==> src/rtl/core/rth_pkg.sv <==
// Shared types and constants for the RGB to HSL converter.
`default_nettype none
package rth_pkg;

    localparam int FRAC_BITS_DEF = 16;

    typedef enum logic [1:0] {
        SEXT_0,
        SEXT_2,
        SEXT_4,
        SEXT_6
    } sext_t;

    typedef struct packed {
        logic valid;
        logic grey;
    } ctl_t;

endpackage
`default_nettype wire

==> src/rtl/core/rth_if.sv <==
// Item channels: pixel in (RGB), pixel out (HSL).
`default_nettype none
interface rth_pix_if #(parameter int FRAC_BITS = 16);
    logic                 valid;
    logic                 ready;
    logic [FRAC_BITS:0]   red;
    logic [FRAC_BITS:0]   green;
    logic [FRAC_BITS:0]   blue;
    modport source (output valid, red, green, blue, input ready);
    modport sink   (input valid, red, green, blue, output ready);
endinterface

interface rth_hsl_if #(parameter int FRAC_BITS = 16);
    logic                   valid;
    logic                   ready;
    logic [FRAC_BITS:0]     lightness;
    logic [FRAC_BITS:0]     saturation_out;
    logic [FRAC_BITS-1:0]   hue_out;
    modport source (output valid, lightness, saturation_out, hue_out, input ready);
    modport sink   (input valid, lightness, saturation_out, hue_out, output ready);
endinterface
`default_nettype wire

==> src/rtl/core/rth_prep.sv <==
// Front end: clamp, max/min, sextant, then divisor and numerator set-up.
`default_nettype none
module rth_prep #(
    parameter int FRAC_BITS = rth_pkg::FRAC_BITS_DEF
) (
    input  wire logic                  clk,
    input  wire logic                  rst_n,
    input  wire logic                  en,
    input  wire logic                  in_valid,
    input  wire logic [FRAC_BITS:0]    red,
    input  wire logic [FRAC_BITS:0]    green,
    input  wire logic [FRAC_BITS:0]    blue,
    output rth_pkg::ctl_t              ctl,
    output logic [FRAC_BITS:0]         light,
    output logic [FRAC_BITS+3:0]       rem_s,
    output logic [FRAC_BITS+3:0]       div_s,
    output logic [FRAC_BITS+3:0]       rem_h,
    output logic [FRAC_BITS+3:0]       div_h
);
    import rth_pkg::*;

    localparam int W  = FRAC_BITS + 4;
    localparam int CW = FRAC_BITS + 1;
    localparam logic [CW-1:0] ONE = CW'(1) << FRAC_BITS;

    logic [CW-1:0] r, g, b, mx, mn, part;
    sext_t         sext;
    logic          plus;

    logic          v0_reg;
    logic [CW-1:0] mx_reg, mn_reg, part_reg;
    sext_t         sext_reg;
    logic          plus_reg;

    logic [CW:0]   sum, other, dv;
    logic [CW-1:0] delta;
    logic [W-1:0]  base_d, num, d6;

    always_comb
    begin
        r = (red   > ONE) ? ONE : red;
        g = (green > ONE) ? ONE : green;
        b = (blue  > ONE) ? ONE : blue;
        mx = (r > g) ? r : g;
        mx = (mx > b) ? mx : b;
        mn = (r < g) ? r : g;
        mn = (mn < b) ? mn : b;
        if (r >= g && g >= b)
        begin
            sext = SEXT_0; plus = 1'b1; part = g - mn;
        end
        else if (g >= r && r >= b)
        begin
            sext = SEXT_2; plus = 1'b0; part = r - mn;
        end
        else if (g >= b && b >= r)
        begin
            sext = SEXT_2; plus = 1'b1; part = b - mn;
        end
        else if (b >= g && g >= r)
        begin
            sext = SEXT_4; plus = 1'b0; part = g - mn;
        end
        else if (b >= r && r >= g)
        begin
            sext = SEXT_4; plus = 1'b1; part = r - mn;
        end
        else
        begin
            sext = SEXT_6; plus = 1'b0; part = b - mn;
        end
    end

    always_ff @(posedge clk or negedge rst_n)
    begin
        if (!rst_n)
            v0_reg <= 1'b0;
        else if (en)
            v0_reg <= in_valid;
    end

    always_ff @(posedge clk)
    begin
        if (en)
        begin
            mx_reg   <= mx;
            mn_reg   <= mn;
            part_reg <= part;
            sext_reg <= sext;
            plus_reg <= plus;
        end
    end

    always_comb
    begin
        sum   = {1'b0, mx_reg} + {1'b0, mn_reg};
        delta = mx_reg - mn_reg;
        other = {ONE, 1'b0} - sum;
        dv    = (sum < other) ? sum : other;
        d6    = (W'(delta) << 2) + (W'(delta) << 1);
        case (sext_reg)
            SEXT_0:  base_d = '0;
            SEXT_2:  base_d = W'(delta) << 1;
            SEXT_4:  base_d = W'(delta) << 2;
            SEXT_6:  base_d = d6;
            default: base_d = '0;
        endcase
        num = plus_reg ? base_d + W'(part_reg) : base_d - W'(part_reg);
    end

    always_ff @(posedge clk or negedge rst_n)
    begin
        if (!rst_n)
            ctl <= '0;
        else if (en)
            ctl <= '{valid: v0_reg, grey: (delta == '0)};
    end

    // grey pixels get unit divisors; saturation and hue are forced to zero at the end
    always_ff @(posedge clk)
    begin
        if (en)
        begin
            light <= sum[CW:1];
            rem_s <= (delta == '0) ? '0 : W'(delta);
            div_s <= (delta == '0) ? W'(1) : W'(dv);
            rem_h <= (delta == '0) ? '0 : num;
            div_h <= (delta == '0) ? W'(1) : d6;
        end
    end
endmodule
`default_nettype wire

==> src/rtl/core/rth_div_cell.sv <==
// One restoring-division step for saturation and hue, with pipeline register.
`default_nettype none
module rth_div_cell #(
    parameter int FRAC_BITS = rth_pkg::FRAC_BITS_DEF
) (
    input  wire logic                  clk,
    input  wire logic                  rst_n,
    input  wire logic                  en,
    input  rth_pkg::ctl_t              ctl_in,
    input  wire logic [FRAC_BITS:0]    light_in,
    input  wire logic [FRAC_BITS+3:0]  rem_s_in,
    input  wire logic [FRAC_BITS+3:0]  div_s_in,
    input  wire logic [FRAC_BITS+3:0]  rem_h_in,
    input  wire logic [FRAC_BITS+3:0]  div_h_in,
    input  wire logic [FRAC_BITS:0]    q_s_in,
    input  wire logic [FRAC_BITS:0]    q_h_in,
    output rth_pkg::ctl_t              ctl_reg,
    output logic [FRAC_BITS:0]         light_reg,
    output logic [FRAC_BITS+3:0]       rem_s_reg,
    output logic [FRAC_BITS+3:0]       div_s_reg,
    output logic [FRAC_BITS+3:0]       rem_h_reg,
    output logic [FRAC_BITS+3:0]       div_h_reg,
    output logic [FRAC_BITS:0]         q_s_reg,
    output logic [FRAC_BITS:0]         q_h_reg
);
    import rth_pkg::*;

    localparam int W = FRAC_BITS + 4;

    logic         bit_s, bit_h;
    logic [W-1:0] rs, rh;

    always_comb
    begin
        bit_s = (rem_s_in >= div_s_in);
        bit_h = (rem_h_in >= div_h_in);
        rs    = bit_s ? rem_s_in - div_s_in : rem_s_in;
        rh    = bit_h ? rem_h_in - div_h_in : rem_h_in;
    end

    always_ff @(posedge clk or negedge rst_n)
    begin
        if (!rst_n)
            ctl_reg <= '0;
        else if (en)
            ctl_reg <= ctl_in;
    end

    always_ff @(posedge clk)
    begin
        if (en)
        begin
            light_reg <= light_in;
            rem_s_reg <= rs << 1;
            rem_h_reg <= rh << 1;
            div_s_reg <= div_s_in;
            div_h_reg <= div_h_in;
            q_s_reg   <= {q_s_in[FRAC_BITS-1:0], bit_s};
            q_h_reg   <= {q_h_in[FRAC_BITS-1:0], bit_h};
        end
    end
endmodule
`default_nettype wire

==> src/rtl/core/rgb_to_hsl.sv <==
// Top level: RGB to HSL pixel converter.
// One pixel per clock, back to back, while the output is not stalled. The pipe is
// two set-up stages, then a row of FRAC_BITS+1 division cells, each producing one
// quotient bit of saturation and of hue; the last cell is the output register.
// The whole pipe holds while a result waits and ready is low.
`default_nettype none
module rgb_to_hsl #(
    parameter int FRAC_BITS = rth_pkg::FRAC_BITS_DEF
) (
    input  wire logic  clk,
    input  wire logic  rst_n,
    rth_pix_if.sink    pix,
    rth_hsl_if.source  hsl
);
    import rth_pkg::*;

    localparam int W = FRAC_BITS + 4;
    localparam int N = FRAC_BITS + 1;

    logic en;

    ctl_t               ctl   [N+1];
    logic [FRAC_BITS:0] light [N+1];
    logic [W-1:0]       rem_s [N+1];
    logic [W-1:0]       div_s [N+1];
    logic [W-1:0]       rem_h [N+1];
    logic [W-1:0]       div_h [N+1];
    logic [FRAC_BITS:0] q_s   [N+1];
    logic [FRAC_BITS:0] q_h   [N+1];

    assign en        = !ctl[N].valid || hsl.ready;
    assign pix.ready = en;

    rth_prep #(.FRAC_BITS(FRAC_BITS)) u_prep (
        .clk      (clk),
        .rst_n    (rst_n),
        .en       (en),
        .in_valid (pix.valid),
        .red      (pix.red),
        .green    (pix.green),
        .blue     (pix.blue),
        .ctl      (ctl[0]),
        .light    (light[0]),
        .rem_s    (rem_s[0]),
        .div_s    (div_s[0]),
        .rem_h    (rem_h[0]),
        .div_h    (div_h[0])
    );
    assign q_s[0] = '0;
    assign q_h[0] = '0;

    for (genvar i = 0; i < N; i++)
    begin : g_cell
        rth_div_cell #(.FRAC_BITS(FRAC_BITS)) u_cell (
            .clk       (clk),
            .rst_n     (rst_n),
            .en        (en),
            .ctl_in    (ctl[i]),
            .light_in  (light[i]),
            .rem_s_in  (rem_s[i]),
            .div_s_in  (div_s[i]),
            .rem_h_in  (rem_h[i]),
            .div_h_in  (div_h[i]),
            .q_s_in    (q_s[i]),
            .q_h_in    (q_h[i]),
            .ctl_reg   (ctl[i+1]),
            .light_reg (light[i+1]),
            .rem_s_reg (rem_s[i+1]),
            .div_s_reg (div_s[i+1]),
            .rem_h_reg (rem_h[i+1]),
            .div_h_reg (div_h[i+1]),
            .q_s_reg   (q_s[i+1]),
            .q_h_reg   (q_h[i+1])
        );
    end

    // leftover remainders and divisors of the last cell are not needed
    assign hsl.valid          = ctl[N].valid;
    assign hsl.lightness      = light[N];
    assign hsl.saturation_out = ctl[N].grey ? '0 : q_s[N];
    assign hsl.hue_out        = ctl[N].grey ? '0 : q_h[N][FRAC_BITS-1:0];
endmodule
`default_nettype wire

==> src/flat_wrapper.sv <==
// flat-port wrapper written by rule: the top's interface ports become plain ports
module rgb_to_hsl_flat import rth_pkg::*;
#(
    parameter int FRAC_BITS = rth_pkg::FRAC_BITS_DEF
)
  (clk, rst_n, pix_valid, pix_red, pix_green, pix_blue, pix_ready, hsl_valid, hsl_lightness, hsl_saturation_out, hsl_hue_out, hsl_ready);
  rth_pix_if #(.FRAC_BITS(FRAC_BITS)) pix_i ();
  rth_hsl_if #(.FRAC_BITS(FRAC_BITS)) hsl_i ();
  input  wire logic clk;
  input  wire logic rst_n;
  input wire logic [$bits(pix_i.valid)-1:0] pix_valid;
  input wire logic [$bits(pix_i.red)-1:0] pix_red;
  input wire logic [$bits(pix_i.green)-1:0] pix_green;
  input wire logic [$bits(pix_i.blue)-1:0] pix_blue;
  output wire logic [$bits(pix_i.ready)-1:0] pix_ready;
  output wire logic [$bits(hsl_i.valid)-1:0] hsl_valid;
  output wire logic [$bits(hsl_i.lightness)-1:0] hsl_lightness;
  output wire logic [$bits(hsl_i.saturation_out)-1:0] hsl_saturation_out;
  output wire logic [$bits(hsl_i.hue_out)-1:0] hsl_hue_out;
  input wire logic [$bits(hsl_i.ready)-1:0] hsl_ready;
  assign pix_i.valid = pix_valid;
  assign pix_i.red = pix_red;
  assign pix_i.green = pix_green;
  assign pix_i.blue = pix_blue;
  assign pix_ready = pix_i.ready;
  assign hsl_valid = hsl_i.valid;
  assign hsl_lightness = hsl_i.lightness;
  assign hsl_saturation_out = hsl_i.saturation_out;
  assign hsl_hue_out = hsl_i.hue_out;
  assign hsl_i.ready = hsl_ready;
  rgb_to_hsl #(.FRAC_BITS(FRAC_BITS)) u_core (.clk(clk), .rst_n(rst_n), .pix(pix_i), .hsl(hsl_i));
endmodule
==> config.mk <==
export PLATFORM = sky130hd
export DESIGN_NAME = rgb_to_hsl_flat
export DESIGN_NICKNAME = d
export VERILOG_FILES = /design/src/rtl/core/rth_pkg.sv /design/src/rtl/core/rth_if.sv /design/src/rtl/core/rth_prep.sv /design/src/rtl/core/rth_div_cell.sv /design/src/rtl/core/rgb_to_hsl.sv /design/src/flat_wrapper.sv
export SDC_FILE = /design/constraint.sdc
export NUM_CORES = 2
export LEC_CHECK = 0
export BUFFER_PORTS_ARGS = -buffer_cell sky130_fd_sc_hd__buf_2
export CAP_MARGIN = 25
export CORE_MARGIN = 5
export CORE_UTILIZATION = 60
export CTS_CLUSTER_SIZE = 25
export DETAILED_ROUTE_END_ITERATION = 8
export PLACE_DENSITY = 0.82
export SYNTH_ARGS = -nofsm -noshare
export SYNTH_HDL_FRONTEND = slang
export SYNTH_SLANG_ARGS = --single-unit
==> constraint.sdc <==
create_clock -name clk -period 85.1 [get_ports clk]
set_input_delay 4.255 -clock clk [delete_from_list [all_inputs] [get_ports clk]]
set_output_delay 4.255 -clock clk [all_outputs]
set_load 0.01 [all_outputs]
==> flow_summary_export.csv <==
group,metric,value,unit
sta,final_hold_viol_count,0,
floorplanning,core,0.174,mm^2
floorplanning,die_y,429,um
critical_path,cpPeakStageDelay,0.78,ns
cells_and_area,fillers,12085,
synthesis,async_reset_ff_share,1.87,%
placed_design,dp_hpwl,160000,um
clocking,post_cts_resized,0,
floorplanning,die-area,0.184,mm^2
synthesis,seq_area_frac_synth,56.3,%
grt,antenna_found_initial,3,
grt,overflow,0,
cells_and_area,drive_above_1_share,9.96,%
floorplanning,die_x,429,um
grt,grt_pass1_wl,349000,um
drt,num_vias,66943,
clocking,tritoncts,"done",
drt,routed_wl,219000,um
critical_path,crit_path_frequent_cell,"a21oi_1",
synthesis,ys_ff_latch,1976,
critical_path,crit_path_start_kind,"input port",
clocking,cts_buffer_depth,3,
critical_path,crit_end,"u_core.u_prep.part_reg[16]",
cells_and_area,syn_to_final_growth,9.84,%
sta,min_period,12.70,ns
clocking,cts_hold_buf,0,
clocking,path_clk_slew,0.06,ns
critical_path,r2r-start,"u_core.u_prep.mx_reg[1]",
floorplanning,start_util,60.4,%
critical_path,critical_path_class,"in -> reg",
flow_run,maxCapViolations,0,
clocking,cts_num_sinks,1976,
placed_design,portBuffers,106,
critical_path,worstPathRequired,85.81,ns
synthesis,synthCells,8864,
placed_design,gp_congestion,0.937,
cells_and_area,diodes,0,
floorplanning,row_count,153,
floorplanning,io_pins,107,
min_path,hold_class,"reg -> reg",
drt,drt_first_pass_iters,6,
drt,wl_per_cell,18.9,um
critical_path,critPathSlowestCell,"o21ai_4",
grt,grt_max_degree,183,
sta,tns,0,ns
sta,maxSlewViolCount,0,
sta,slew-limit-headroom,30.4,%
sta,setup_violations,0,
grt,first_global_vias,67293,
drt,via_per_inst,5.78,
cells_and_area,nNetsFinal,10056,
critical_path,rrSetupSlack,78.23,ns
clocking,postCtsSetupBuffers,0,
synthesis,postSynthAreaPerCell,11.9,um^2
sta,rsz0062_at_grt,"false",
sta,worst_pin_slew,1.04,ns
synthesis,syn-cell-area,0.105,mm^2
clocking,clockRootBuffer,"clkbuf_16",
critical_path,r2r-end,"u_core.u_prep.rem_h[18]",
synthesis,synth_warnings,0,
cells_and_area,largest_register_ffs,320,
clocking,h-tree-depth,4,
status,outcome,"completed",
critical_path,cp.arrival,13.41,ns
sta,max_freq,0.0787,GHz
drt,ant_nets,0,
clocking,cts-buffers-inserted,198,
sta,period_share,14.9,%
grt,grt_usage,23.3,%
drt,drc,0,
critical_path,crit_fanout,38,
synthesis,synth_edf_count,1939,
critical_path,reg2regPathDepth,23,
sta,skew,0.0569,ns
clocking,clk-insertion-delay-late,0.85,ns
critical_path,critical_path.endpoint_type,"register",
critical_path,critPathLaunch,"pix_red[6]",
drt,drtIter0Drc,4856,
synthesis,synth_nets,9819,
synthesis,synth_cell_types,102,
synthesis,synth_flop_cell,"edfxtp_1",
[per-layer routing]
metal  track usage [%]  part of all wire, %  vias to the layer above
met5                 0                    0                        -
met4              9.01                  4.0                        0
met3              3.10                  3.9                      524
met2              42.4                   51                     1800
met1              28.3                   41                    32152
li1                  -                    -                    32467
[worst max-delay path: cells and delay by family]
family / cells / cell delay [ns]
XOR/XNOR: 1 / 0.19
AO/OA/AOI/OAI: 20 / 5.24
buffers and inverters: 4 / 0.57
AND/OR/NAND/NOR: 8 / 1.80
adder cells (fa/ha/maj): 4 / 1.32
[placed cells by master (no fill, tap or decap), types with 61 or more instances in the layout]
master,instances
a21boi_0,142
a21o_1,138
a21oi_1,428
buf_2,106
clkbuf_16,199
edfxtp_1,1939
ha_1,861
inv_1,1064
mux2_2,369
nand2_1,593
nand2b_1,61
nand3_1,97
nand4_1,115
nor2_1,661
nor2b_1,179
nor3_1,127
o21a_1,89
o21ai_0,578
o21bai_1,61
o31ai_1,61
xnor2_1,306
xor2_1,183
[area by class of cell]
type | count | area [um^2] | share of cell area (%)
Timing Repair Buffer | 173 | 1200 | 1.04
Multi-Input combinational cell | 5683 | 41400 | 35.9
Tap cell | 2325 | 2910 | 2.52
Clock buffer | 231 | 5150 | 4.46
Inverter | 1069 | 4010 | 3.48
Sequential cell | 1976 | 59200 | 51.2
Clock inverter | 133 | 1570 | 1.36
[Yosys cell counts (all sizes together) (29+ instances only)]
cell	count	area, um^2
a21o	138	1040
and3	57	357
dfrtp	37	926
fa	39	781
nand2	594	2230
edfxtp	1939	58200
nand3	97	485
or3	60	375
nand4	115	719
a31oi	29	188
mux2i	29	290
nor2	661	2480
a21oi	432	2170
o21a	89	668
nor2b	180	1130
o21bai	62	477
inv	1068	4010
o31ai	61	458
buf	49	260
xor2	183	1600
nor4	63	422
nor3	131	677
ha	861	10800
mux2	370	4170
a21boi	154	1160
o21ai	604	3030
nand2b	62	388
xnor2	308	2710
clkbuf	87	327
[logic make-up (layout without fill, tap and decap cells)]
logic type      Yosys count  after routing  share of synthesized area [%]
buf+inv                1205           1606                           4.38
fa+ha+maj               903            903                           11.0
flops                  1976           1976                           56.3
simple gates           2120           2120                           9.54
mux                     399            399                           4.24
compound gates         1770           1770                           10.4
xor+xnor                491            491                           4.11
[how the worst min path moves through the flow]
stage                                          startpoint  cells after the start                                endpoint
finish                 u_core.g_cell[4].u_cell.q_s_reg[4]                      0      u_core.g_cell[5].u_cell.q_s_reg[5]
global route           u_core.g_cell[4].u_cell.q_h_reg[3]                      0      u_core.g_cell[5].u_cell.q_h_reg[4]
detailed placement  u_core.g_cell[9].u_cell.light_reg[11]                      0  u_core.g_cell[10].u_cell.light_reg[11]
floorplan                          u_core.u_prep.light[0]                      0    u_core.g_cell[0].u_cell.light_reg[0]
CTS                    u_core.g_cell[4].u_cell.q_s_reg[4]                      0      u_core.g_cell[5].u_cell.q_s_reg[5]
global placement      u_core.g_cell[14].u_cell.q_h_reg[0]                      0     u_core.g_cell[15].u_cell.q_h_reg[1]
[through the flow]
stage                     cells  hold WS, ns  cell area [um^2]  utilization, %  worst slack [ns]
final                     11590        0.385            115000            66.3             72.40
after global routing      11590        0.397            115000            66.3             71.92
after CTS                 11581        0.386            115000            66.2             72.59
after detailed placement  11217        0.405            109000            62.4             71.68
after global placement    11215        0.400            108000            62.3             71.58
after floorplan            8864        0.400            105000               -             21.29
Power is left out: the tool's default activity adds up to more than one toggle a clock period on the data nets, which glitch-free logic cannot reach.
